### src/hw/rtl/tmse_pkg.sv
// Shared types, codes and helpers of the Turing machine step engine.
package tmse_pkg;

    // Action codes carried in the input beat's tuser.
    localparam logic [2:0] ACT_LOAD  = 3'd0;
    localparam logic [2:0] ACT_WRITE = 3'd1;
    localparam logic [2:0] ACT_STEP  = 3'd2;
    localparam logic [2:0] ACT_READ  = 3'd3;
    localparam logic [2:0] ACT_START = 3'd4;

    // Tape symbols; the spare code is stored as blank.
    localparam logic [1:0] SYM_BLANK   = 2'd0;
    localparam logic [1:0] SYM_INVALID = 2'd3;

    // Head motion codes; anything other than left or right stays.
    localparam logic [1:0] MOVE_LEFT  = 2'd0;
    localparam logic [1:0] MOVE_RIGHT = 2'd2;

    // Result status codes.
    localparam logic [1:0] ST_OK      = 2'd0;
    localparam logic [1:0] ST_NOMATCH = 2'd1;
    localparam logic [1:0] ST_EDGE    = 2'd2;
    localparam logic [1:0] ST_HALTED  = 2'd3;

    // Configuration register indexes (byte address bit 2).
    localparam logic CFG_START_STATE = 1'b0;
    localparam logic CFG_START_POS   = 1'b1;

    typedef struct packed {
        logic [2:0]  action;
        logic [5:0]  rule_slot;
        logic        rule_valid;
        logic [7:0]  rule_state;
        logic [1:0]  rule_symbol;
        logic [7:0]  rule_next_state;
        logic [1:0]  rule_write_symbol;
        logic [1:0]  rule_move;
        logic [11:0] cell_address;
        logic [1:0]  cell_symbol;
    } t_item;

    typedef struct packed {
        logic [7:0] match_state;
        logic [1:0] match_symbol;
        logic [7:0] next_state;
        logic [1:0] write_symbol;
        logic [1:0] move;
    } t_rule;

    typedef struct packed {
        logic [1:0]  status;
        logic [7:0]  machine_state;
        logic [11:0] head_position;
        logic [1:0]  read_symbol;
        logic [5:0]  rule_hit;
    } t_result;

    // Commands from the controller to the datapath.
    typedef struct packed {
        logic clr_wr;
        logic item_ld;
        logic rule_wr;
        logic cell_wr;
        logic cell_rd;
        logic rd_cap;
        logic head_rd;
        logic hd_cap;
        logic start;
        logic srch_init;
        logic srch_step;
        logic nomatch;
        logic apply;
        logic res_ld;
    } t_dp_cmd;

    // Status from the datapath to the controller.
    typedef struct packed {
        logic [2:0] action;
        logic       halted;
        logic       clr_last;
        logic       hit;
        logic       last;
    } t_dp_stat;

    function automatic logic [1:0] norm_symbol(input logic [1:0] s);
        return (s == SYM_INVALID) ? SYM_BLANK : s;
    endfunction

endpackage

### src/hw/rtl/tmse_ctrl.sv
// Controller state machine of the Turing machine step engine.
module tmse_ctrl (
    input  logic                i_clk,
    input  logic                i_rst_n,
    input  logic                i_s_valid,
    input  logic                i_m_ready,
    input  tmse_pkg::t_dp_stat  i_stat,
    output tmse_pkg::t_dp_cmd   o_cmd,
    output logic                o_s_ready,
    output logic                o_m_valid
);

    typedef enum logic [2:0] {
        S_CLEAR,
        S_IDLE,
        S_DECODE,
        S_RD_WAIT,
        S_HD_WAIT,
        S_SEARCH,
        S_APPLY,
        S_FINISH
    } t_state;

    t_state r_state;
    t_state n_state;
    logic   r_out_valid;

    always_comb begin
        n_state = r_state;
        o_cmd   = '0;
        unique case (r_state)
            S_CLEAR: begin
                o_cmd.clr_wr = 1'b1;
                if (i_stat.clr_last) begin
                    n_state = S_IDLE;
                end
            end
            S_IDLE: begin
                if (i_s_valid) begin
                    o_cmd.item_ld = 1'b1;
                    n_state       = S_DECODE;
                end
            end
            S_DECODE: begin
                unique case (i_stat.action)
                    tmse_pkg::ACT_LOAD: begin
                        o_cmd.rule_wr = 1'b1;
                        n_state       = S_FINISH;
                    end
                    tmse_pkg::ACT_WRITE: begin
                        o_cmd.cell_wr = 1'b1;
                        n_state       = S_FINISH;
                    end
                    tmse_pkg::ACT_READ: begin
                        o_cmd.cell_rd = 1'b1;
                        n_state       = S_RD_WAIT;
                    end
                    tmse_pkg::ACT_START: begin
                        o_cmd.start = 1'b1;
                        n_state     = S_FINISH;
                    end
                    tmse_pkg::ACT_STEP: begin
                        o_cmd.head_rd = 1'b1;
                        n_state       = S_HD_WAIT;
                    end
                    default: begin
                        n_state = S_FINISH;
                    end
                endcase
            end
            S_RD_WAIT: begin
                o_cmd.rd_cap = 1'b1;
                n_state      = S_FINISH;
            end
            S_HD_WAIT: begin
                o_cmd.hd_cap = 1'b1;
                if (i_stat.halted) begin
                    n_state = S_FINISH;
                end else begin
                    o_cmd.srch_init = 1'b1;
                    n_state         = S_SEARCH;
                end
            end
            S_SEARCH: begin
                priority if (i_stat.hit) begin
                    n_state = S_APPLY;
                end else if (i_stat.last) begin
                    o_cmd.nomatch = 1'b1;
                    n_state       = S_FINISH;
                end else begin
                    o_cmd.srch_step = 1'b1;
                end
            end
            S_APPLY: begin
                o_cmd.apply = 1'b1;
                n_state     = S_FINISH;
            end
            S_FINISH: begin
                if (!r_out_valid || i_m_ready) begin
                    o_cmd.res_ld = 1'b1;
                    n_state      = S_IDLE;
                end
            end
            default: begin
                n_state = S_IDLE;
            end
        endcase
    end

    always_ff @(posedge i_clk) begin
        if (!i_rst_n) begin
            r_state     <= S_CLEAR;
            r_out_valid <= 1'b0;
        end else begin
            r_state <= n_state;
            if (o_cmd.res_ld) begin
                r_out_valid <= 1'b1;
            end else if (i_m_ready) begin
                r_out_valid <= 1'b0;
            end
        end
    end

    assign o_s_ready = (r_state == S_IDLE);
    assign o_m_valid = r_out_valid;

endmodule

### config.mk
export PLATFORM = sky130hd
export DESIGN_NAME = tmse_ctrl
export DESIGN_NICKNAME = d
export VERILOG_FILES = /design/src/hw/rtl/tmse_pkg.sv /design/src/hw/rtl/tmse_ctrl.sv
export SDC_FILE = /design/constraint.sdc
export NUM_CORES = 1
export LEC_CHECK = 0
export BUFFER_PORTS_ARGS = -buffer_cell sky130_fd_sc_hd__buf_2
export CORE_AREA = 3 3 40 42
export DETAILED_ROUTE_END_ITERATION = 10
export DIE_AREA = 0 0 43 45
export SETUP_SLACK_MARGIN = 0.5
export SYNTH_ARGS = -nofsm -noshare
export SYNTH_HDL_FRONTEND = slang
export SYNTH_SLANG_ARGS = --single-unit
### constraint.sdc
create_clock -name i_clk -period 2.15 [get_ports i_clk]
set_input_delay 0.43 -clock i_clk [delete_from_list [all_inputs] [get_ports i_clk]]
set_output_delay 0.43 -clock i_clk [all_outputs]
set_load 0.02 [all_outputs]
==> flow_summary.json, run 1 <==
{
  "synth_cell_types": 25,
  "antenna_found_initial": 0,
  "crit_required_ns": 1.72,
  "drt-total-wl_um": 1227,
  "yosys_warnings": 0,
  "synth_commonest_cells": "nor2_1 (9), dfxtp_1 (4), nor3_1 (4)",
  "worst_setup_path_start_kind": "flop",
  "worst_pin_slew_ns": 0.4289,
  "async_flop_share_pct": 0,
  "min_from": "i_rst_n",
  "io_pins": 27,
  "reg2reg_depth": 5,
  "syn_nets": 64,
  "synth-edff-count": 0,
  "final-setup-viol-count": 0,
  "final_util_pct": 57.16,
  "r2r_start": "r_state[0]$_SDFFE_PN0P_",
  "min_to": "r_state[0]$_SDFFE_PN0P_",
  "finalCritPeriodShare_pct": 83.45,
  "max_clock_freq_mhz": 557.4,
  "die_area_mm2": 0.001935,
  "slew_headroom_pct": 71.33,
  "cts_sinks": 4,
  "dieHeight_um": 45,
  "dr.pass1.iters": 4,
  "cap_violations": 0,
  "htreeDepth": 1,
  "final.setup.tns_ns": 0,
  "synth_top_area_cell": "dfxtp_1",
  "end_kind": "output port",
  "dp_hpwl_um": 792,
  "worstPathMaxFanout": 4,
  "diodes": 0,
  "synthesis.area_um2": 364.1,
  "first_global_vias": 396,
  "yosysTopAreaCellShare_pct": 21.99,
  "root_buffer": "clkbuf_4",
  "initial_core_util_pct": 28.33,
  "drt_iter0_drc": 6,
  "hold_viol_final": 0,
  "final_max_slew_viol_count": 0,
  "syn2layout_area_growth_pct": 101.7,
  "finClkSkew_ns": 0.002497,
  "irDropWorstVdd_mv": 0.3458,
  "grt_usage_pct": 11.57,
  "nNetsFinal": 101,
  "grt_setup_unrepaired": "yes",
  "arrival_ns": 1.36,
  "final_cells": 103,
  "grt_start_max_net_pins": 16,
  "grt_pass1_wl_um": 1662,
  "outcome": "completed",
  "drive_gt1_share_pct": 57.95,
  "reg2reg_setup_slack_ns": 0.67,
  "holdPathStages": 3,
  "crit_type": "flop to output port",
  "clkLatencyLatePin_ns": 0.23,
  "cts_tree": "yes",
  "cts_inserted_buffers": 3,
  "synth-seq-cells": 4,
  "synth.most_common_cell": "nor2_1",
  "postSynthAreaPerCell_um2": 6.870,
  "timing.rr.end": "r_state[1]$_SDFFE_PN0P_",
  "wl_per_cell_um": 11.91,
  "p_leak_uw": 0.0003318,
  "overflow": 0,
  "fp.dieW_um": 43,
  "yosysSeqAreaShare_pct": 21.99,
  "synth_area_leaders": "dfxtp_1 (22%), nor2_1 (9.3%), nor3_1 (5.5%)",
  "cts_buffer_depth": 2,
  "ys.flop_type": "dfxtp_1",
  "clkTransAtPathRegs_ns": 0.03,
  "synthCells": 53,
  "remaining_drc_errors": 0,
  "dpl.cell_count": 94,
  "core_mm2": 0.001285,
  "antenna_left": 0,
  "hold_path_class": "input pin to flop",
  "rows": 13,
  "layout_min_cycle_time_ns": 1.794,
  "dr_total_vias": 502,
  "via_per_inst": 4.874,
  "port_buffers": 26,
  "p_total_uw": 493.2,
  "gp_congestion": 0.7815,
  "power.density_mw_per_mm2": 671.5
}
[worst max-delay path: stages, from the launching register on]
cell      delay [ns]
dfxtp_1         0.30
nand2b_4        0.14
or3_4           0.37
nor3b_4         0.19
buf_6           0.14
[logic make-up (layout without fill, tap and decap cells)]
group	count (synthesis)	in the layout	synth area share, %
AOI/OAI and AO/OA	12	12	24.75
DFF	4	4	21.99
and+or+nand+nor	32	32	47.08
buffers and inverters	5	40	6.185
[where the power goes]
group | internal, uW | switching [uW]
Clock | 62.3 | 28.7
Combinational | 143 | 158
Sequential | 89.4 | 12.0
Total | 295 | 198
[placed cells by master, fill, tap and decap left out, types with 2 or more instances in the layout]
cell type,synthesis,routed
nand2_1,3,3
nor2b_1,3,3
buf_4,0,9
inv_1,2,2
o21ai_0,2,2
nand2b_1,3,2
buf_6,0,4
nor2_4,0,2
a21oi_1,2,2
nor2_1,9,7
dfxtp_1,4,3
buf_2,3,20
clkbuf_4,0,3
and3_1,2,2
nor3_1,4,2
[worst max path at each step]
stage | depth (start not counted) | slack [ns] | endpoint | from
final | 4 | 0.36 | o_cmd[10] | r_state[0]$_SDFFE_PN0P_
after global routing | 4 | 0.30 | o_cmd[10] | r_state[0]$_SDFFE_PN0P_
after CTS | 4 | 0.30 | o_cmd[11] | r_state[0]$_SDFFE_PN0P_
after detailed placement | 4 | 0.33 | o_cmd[10] | i_stat[6]
after global placement | 4 | 0.35 | o_cmd[10] | i_stat[6]
after floorplan | 3 | 0.44 | o_cmd[7] | r_state[2]$_SDFFE_PN0P_
[stage by stage]
stage / hold WS (ns) / cell area (um2) / worst slack [ns]
final: 0.4553 / 734.5 / 0.3558
after detailed placement: 0.5589 / 554.3 / 0.3348
after global routing: 0.4620 / 734.5 / 0.2971
after global placement: 0.5580 / 554.3 / 0.3528
after floorplan: 0.5529 / 397.9 / 0.4411
after CTS: 0.4493 / 626.9 / 0.3029
[what timing repair did]
item | 4_1_cts | 5_1_grt
gates cloned | 0 | 1
endpoints found under the setup margin | 7 | 11
pin swaps | 4 | 5
buffers inserted | 2 | 3
hold buffers | 0 | 0
resized for setup | 10 | 13
[metal layers]
layer,vias to the layer above,routed length (um),track usage [%]
met1,220,518,14.46
met5,-,0,0
met2,18,625,18.26
li1,264,-,-
met4,0,0,7.229
met3,0,83,2.390
[cell type report]
cell class,count,area [um2]
multi-input cells,44,349.1
clock buffers,3,22.52
well taps,15,18.77
repair buffers,35,252.7
flip-flops and latches,4,83.83
fillers,120,550.5
inverters,2,7.507
[registers in the layout, summed over array words and instances (netlist names)]
signal,count
o_m_valid,1
r_state,3
No activity file was read; power rests on OpenSTA's default activity.
==> run 2, diff against run 1 <==
==> constraint.sdc (replaced) <==
create_clock -name i_clk -period 1.71 [get_ports i_clk]
set_input_delay 0.342 -clock i_clk [delete_from_list [all_inputs] [get_ports i_clk]]
set_output_delay 0.342 -clock i_clk [all_outputs]
set_load 0.02 [all_outputs]
==> run 2 against run 1 <==
- register-to-register slack worse by 0.49 ns
- via count is 9.2% higher
- clock power is 22% higher
- worst setup slack worse by 0.37 ns
- the run now ends with negative setup slack left
- largest cell class unchanged
- flip-flop and latch count stayed put
- critical path depth stayed put
==> flow_summary.json, run 2 (synthesized netlist as in run 1, its figures left out) <==
{
  "grt_pass1_wl_um": 2249,
  "hold_path_class": "input pin to flop",
  "die_area_mm2": 0.001935,
  "finalCritPeriodShare_pct": 100.6,
  "holdPathStages": 3,
  "grt_start_max_net_pins": 16,
  "path_cells": "nand2b_4 -> or3_4 -> nor3b_4 -> buf_6",
  "irDropWorstVdd_mv": 0.5478,
  "hold_buffers": 0,
  "min_to": "r_state[0]$_SDFFE_PN0P_",
  "dr.pass1.iters": 4,
  "pwr-share-comb_pct": 66.9,
  "antenna_found_initial": 0,
  "min_from": "i_rst_n",
  "r2r_start": "r_state[0]$_SDFFE_PN0P_",
  "cts_buffer_depth": 2,
  "timing.rr.end": "r_state[1]$_SDFFE_PN0P_",
  "fillers": 107,
  "crit_buf_inv": 1,
  "final_cell_mix": "buf_2 (14), buf_6 (14), buf_4 (9)",
  "remaining_drc_errors": 0,
  "worst_setup_path_start_kind": "flop",
  "diodes": 0,
  "clock_power_share_pct": 15.1,
  "core_mm2": 0.001285,
  "slowest_delay_ns": 0.37,
  "switching_power_uw": 305.0,
  "power.internal_uw": 428.0,
  "cts_sinks": 4,
  "cap_violations": 0,
  "worst_pin_slew_ns": 0.3637,
  "syn2layout_area_growth_pct": 135.4,
  "end_kind": "output port",
  "dr_total_vias": 548,
  "largest_reg_flops": 3,
  "p_leak_uw": 0.0003650,
  "p_total_uw": 733.0,
  "htreeDepth": 1,
  "finClkSkew_ns": 0.0005813,
  "drt_iter0_drc": 8,
  "overflow": 0,
  "reg2reg_setup_slack_ns": 0.18,
  "first_global_vias": 528,
  "fin_ws_ns": -0.01057,
  "layout_min_cycle_time_ns": 1.721,
  "hold_viol_final": 0,
  "dieHeight_um": 45,
  "drt-total-wl_um": 1357,
  "antenna_left": 0,
  "largest_register": "r_state",
  "max_clock_freq_mhz": 581.2,
  "crit_type": "flop to output port",
  "crit_family": "simple AND/OR/NAND/NOR gates",
  "outcome": "complete, but fails checks",
  "rows": 13,
  "wl_per_cell_um": 12.92,
  "root_buffer": "clkbuf_4",
  "nNetsFinal": 103,
  "dp_hpwl_um": 878.4,
  "final_max_slew_viol_count": 0,
  "cts_tree": "yes",
  "grt_usage_pct": 15.26,
  "final-setup-viol-count": 1,
  "violations": "negative setup slack",
  "slowest_stage": "or3_4",
  "via_per_inst": 5.219,
  "seqPwrFrac_pct": 18.0,
  "io_pins": 27,
  "gp_congestion": 0.8210,
  "initial_core_util_pct": 28.33,
  "fp.dieW_um": 43,
  "clkTransAtPathRegs_ns": 0.03,
  "power.density_mw_per_mm2": 855.2,
  "crit_required_ns": 1.37,
  "slew_headroom_pct": 75.70,
  "cts_inserted_buffers": 3,
  "arrival_ns": 1.38,
  "worstPathMaxFanout": 4,
  "clkLatencyLatePin_ns": 0.23,
  "grt_setup_unrepaired": "yes",
  "pre_cts_ws_ns": 0.1074,
  "drive_gt1_share_pct": 71.11,
  "switching_share_pct": 41.61,
  "port_buffers": 26,
  "reg2reg_depth": 5
}
-- run 2: what timing repair did --
action	4_1_cts	5_1_grt
endpoints found under the setup margin	18	18
hold endpoints to repair	0	0
pin swaps	2	4
setup buffers	6	2
resized for setup	36	9
-- run 2: layout make-up --
class | count | area (um2) | area share [%]
clock buffers | 3 | 22.52 | 2.628
inverters | 2 | 12.51 | 1.460
multi-input cells | 44 | 419.2 | 48.91
flip-flops and latches | 4 | 88.84 | 10.36
well taps | 15 | 18.77 | 2.190
repair buffers | 37 | 295.3 | 34.45
-- run 2: worst min-delay path, stage by stage --
cell and delay [ns]:
buf_2 0.12, o41ai_1 0.05, a31oi_1 0.04
-- run 2: power groups by stage --
stage                     Combinational, uW  Sequential (uW)  Clock, uW
after floorplan                         236              133          0
after global placement                  314              135          0
after detailed placement                311              135          0
after CTS                               432              130        116
after global routing                    529              134        123
final                                   490              132        111
-- run 2: how the worst max path moves through the flow --
| stage | end | start | cells after the start |
|---|---|---|---|
| 6_report | o_cmd[10] | r_state[0]$_SDFFE_PN0P_ | 4 |
| 3_5_place_dp | o_cmd[10] | i_stat[6] | 4 |
| 2_1_floorplan | o_cmd[10] | r_state[2]$_SDFFE_PN0P_ | 3 |
| 5_1_grt | o_cmd[10] | r_state[0]$_SDFFE_PN0P_ | 4 |
| 4_1_cts | o_cmd[10] | r_state[0]$_SDFFE_PN0P_ | 4 |
| 3_3_place_gp | o_cmd[10] | i_stat[6] | 4 |
-- run 2: layer usage --
layer / up-vias / track usage [%] / part of all wire (%)
li1: 269 / - / -
met4: 0 / 9.036 / 0.59
met5: - / 0 / 0
met1: 255 / 18.16 / 41
met2: 22 / 25.75 / 53
met3: 2 / 2.789 / 5.9
-- run 2: metrics by stage --
| step | std cells | hold slack [ns] | utilization (%) | setup TNS (ns) | area [um2] |
|---|---|---|---|---|---|
| 2_1_floorplan | 53 | 0.4575 | - | 0 | 455.4 |
| 3_3_place_gp | 94 | 0.5669 | 46.74 | 0 | 600.6 |
| 3_5_place_dp | 94 | 0.5770 | 46.74 | 0 | 600.6 |
| 4_1_cts | 103 | 0.3557 | 62.41 | -0.05077 | 802.0 |
| 5_1_grt | 105 | 0.3871 | 66.70 | -0.08271 | 857.1 |
| 6_report | 105 | 0.3671 | 66.70 | -0.01057 | 857.1 |
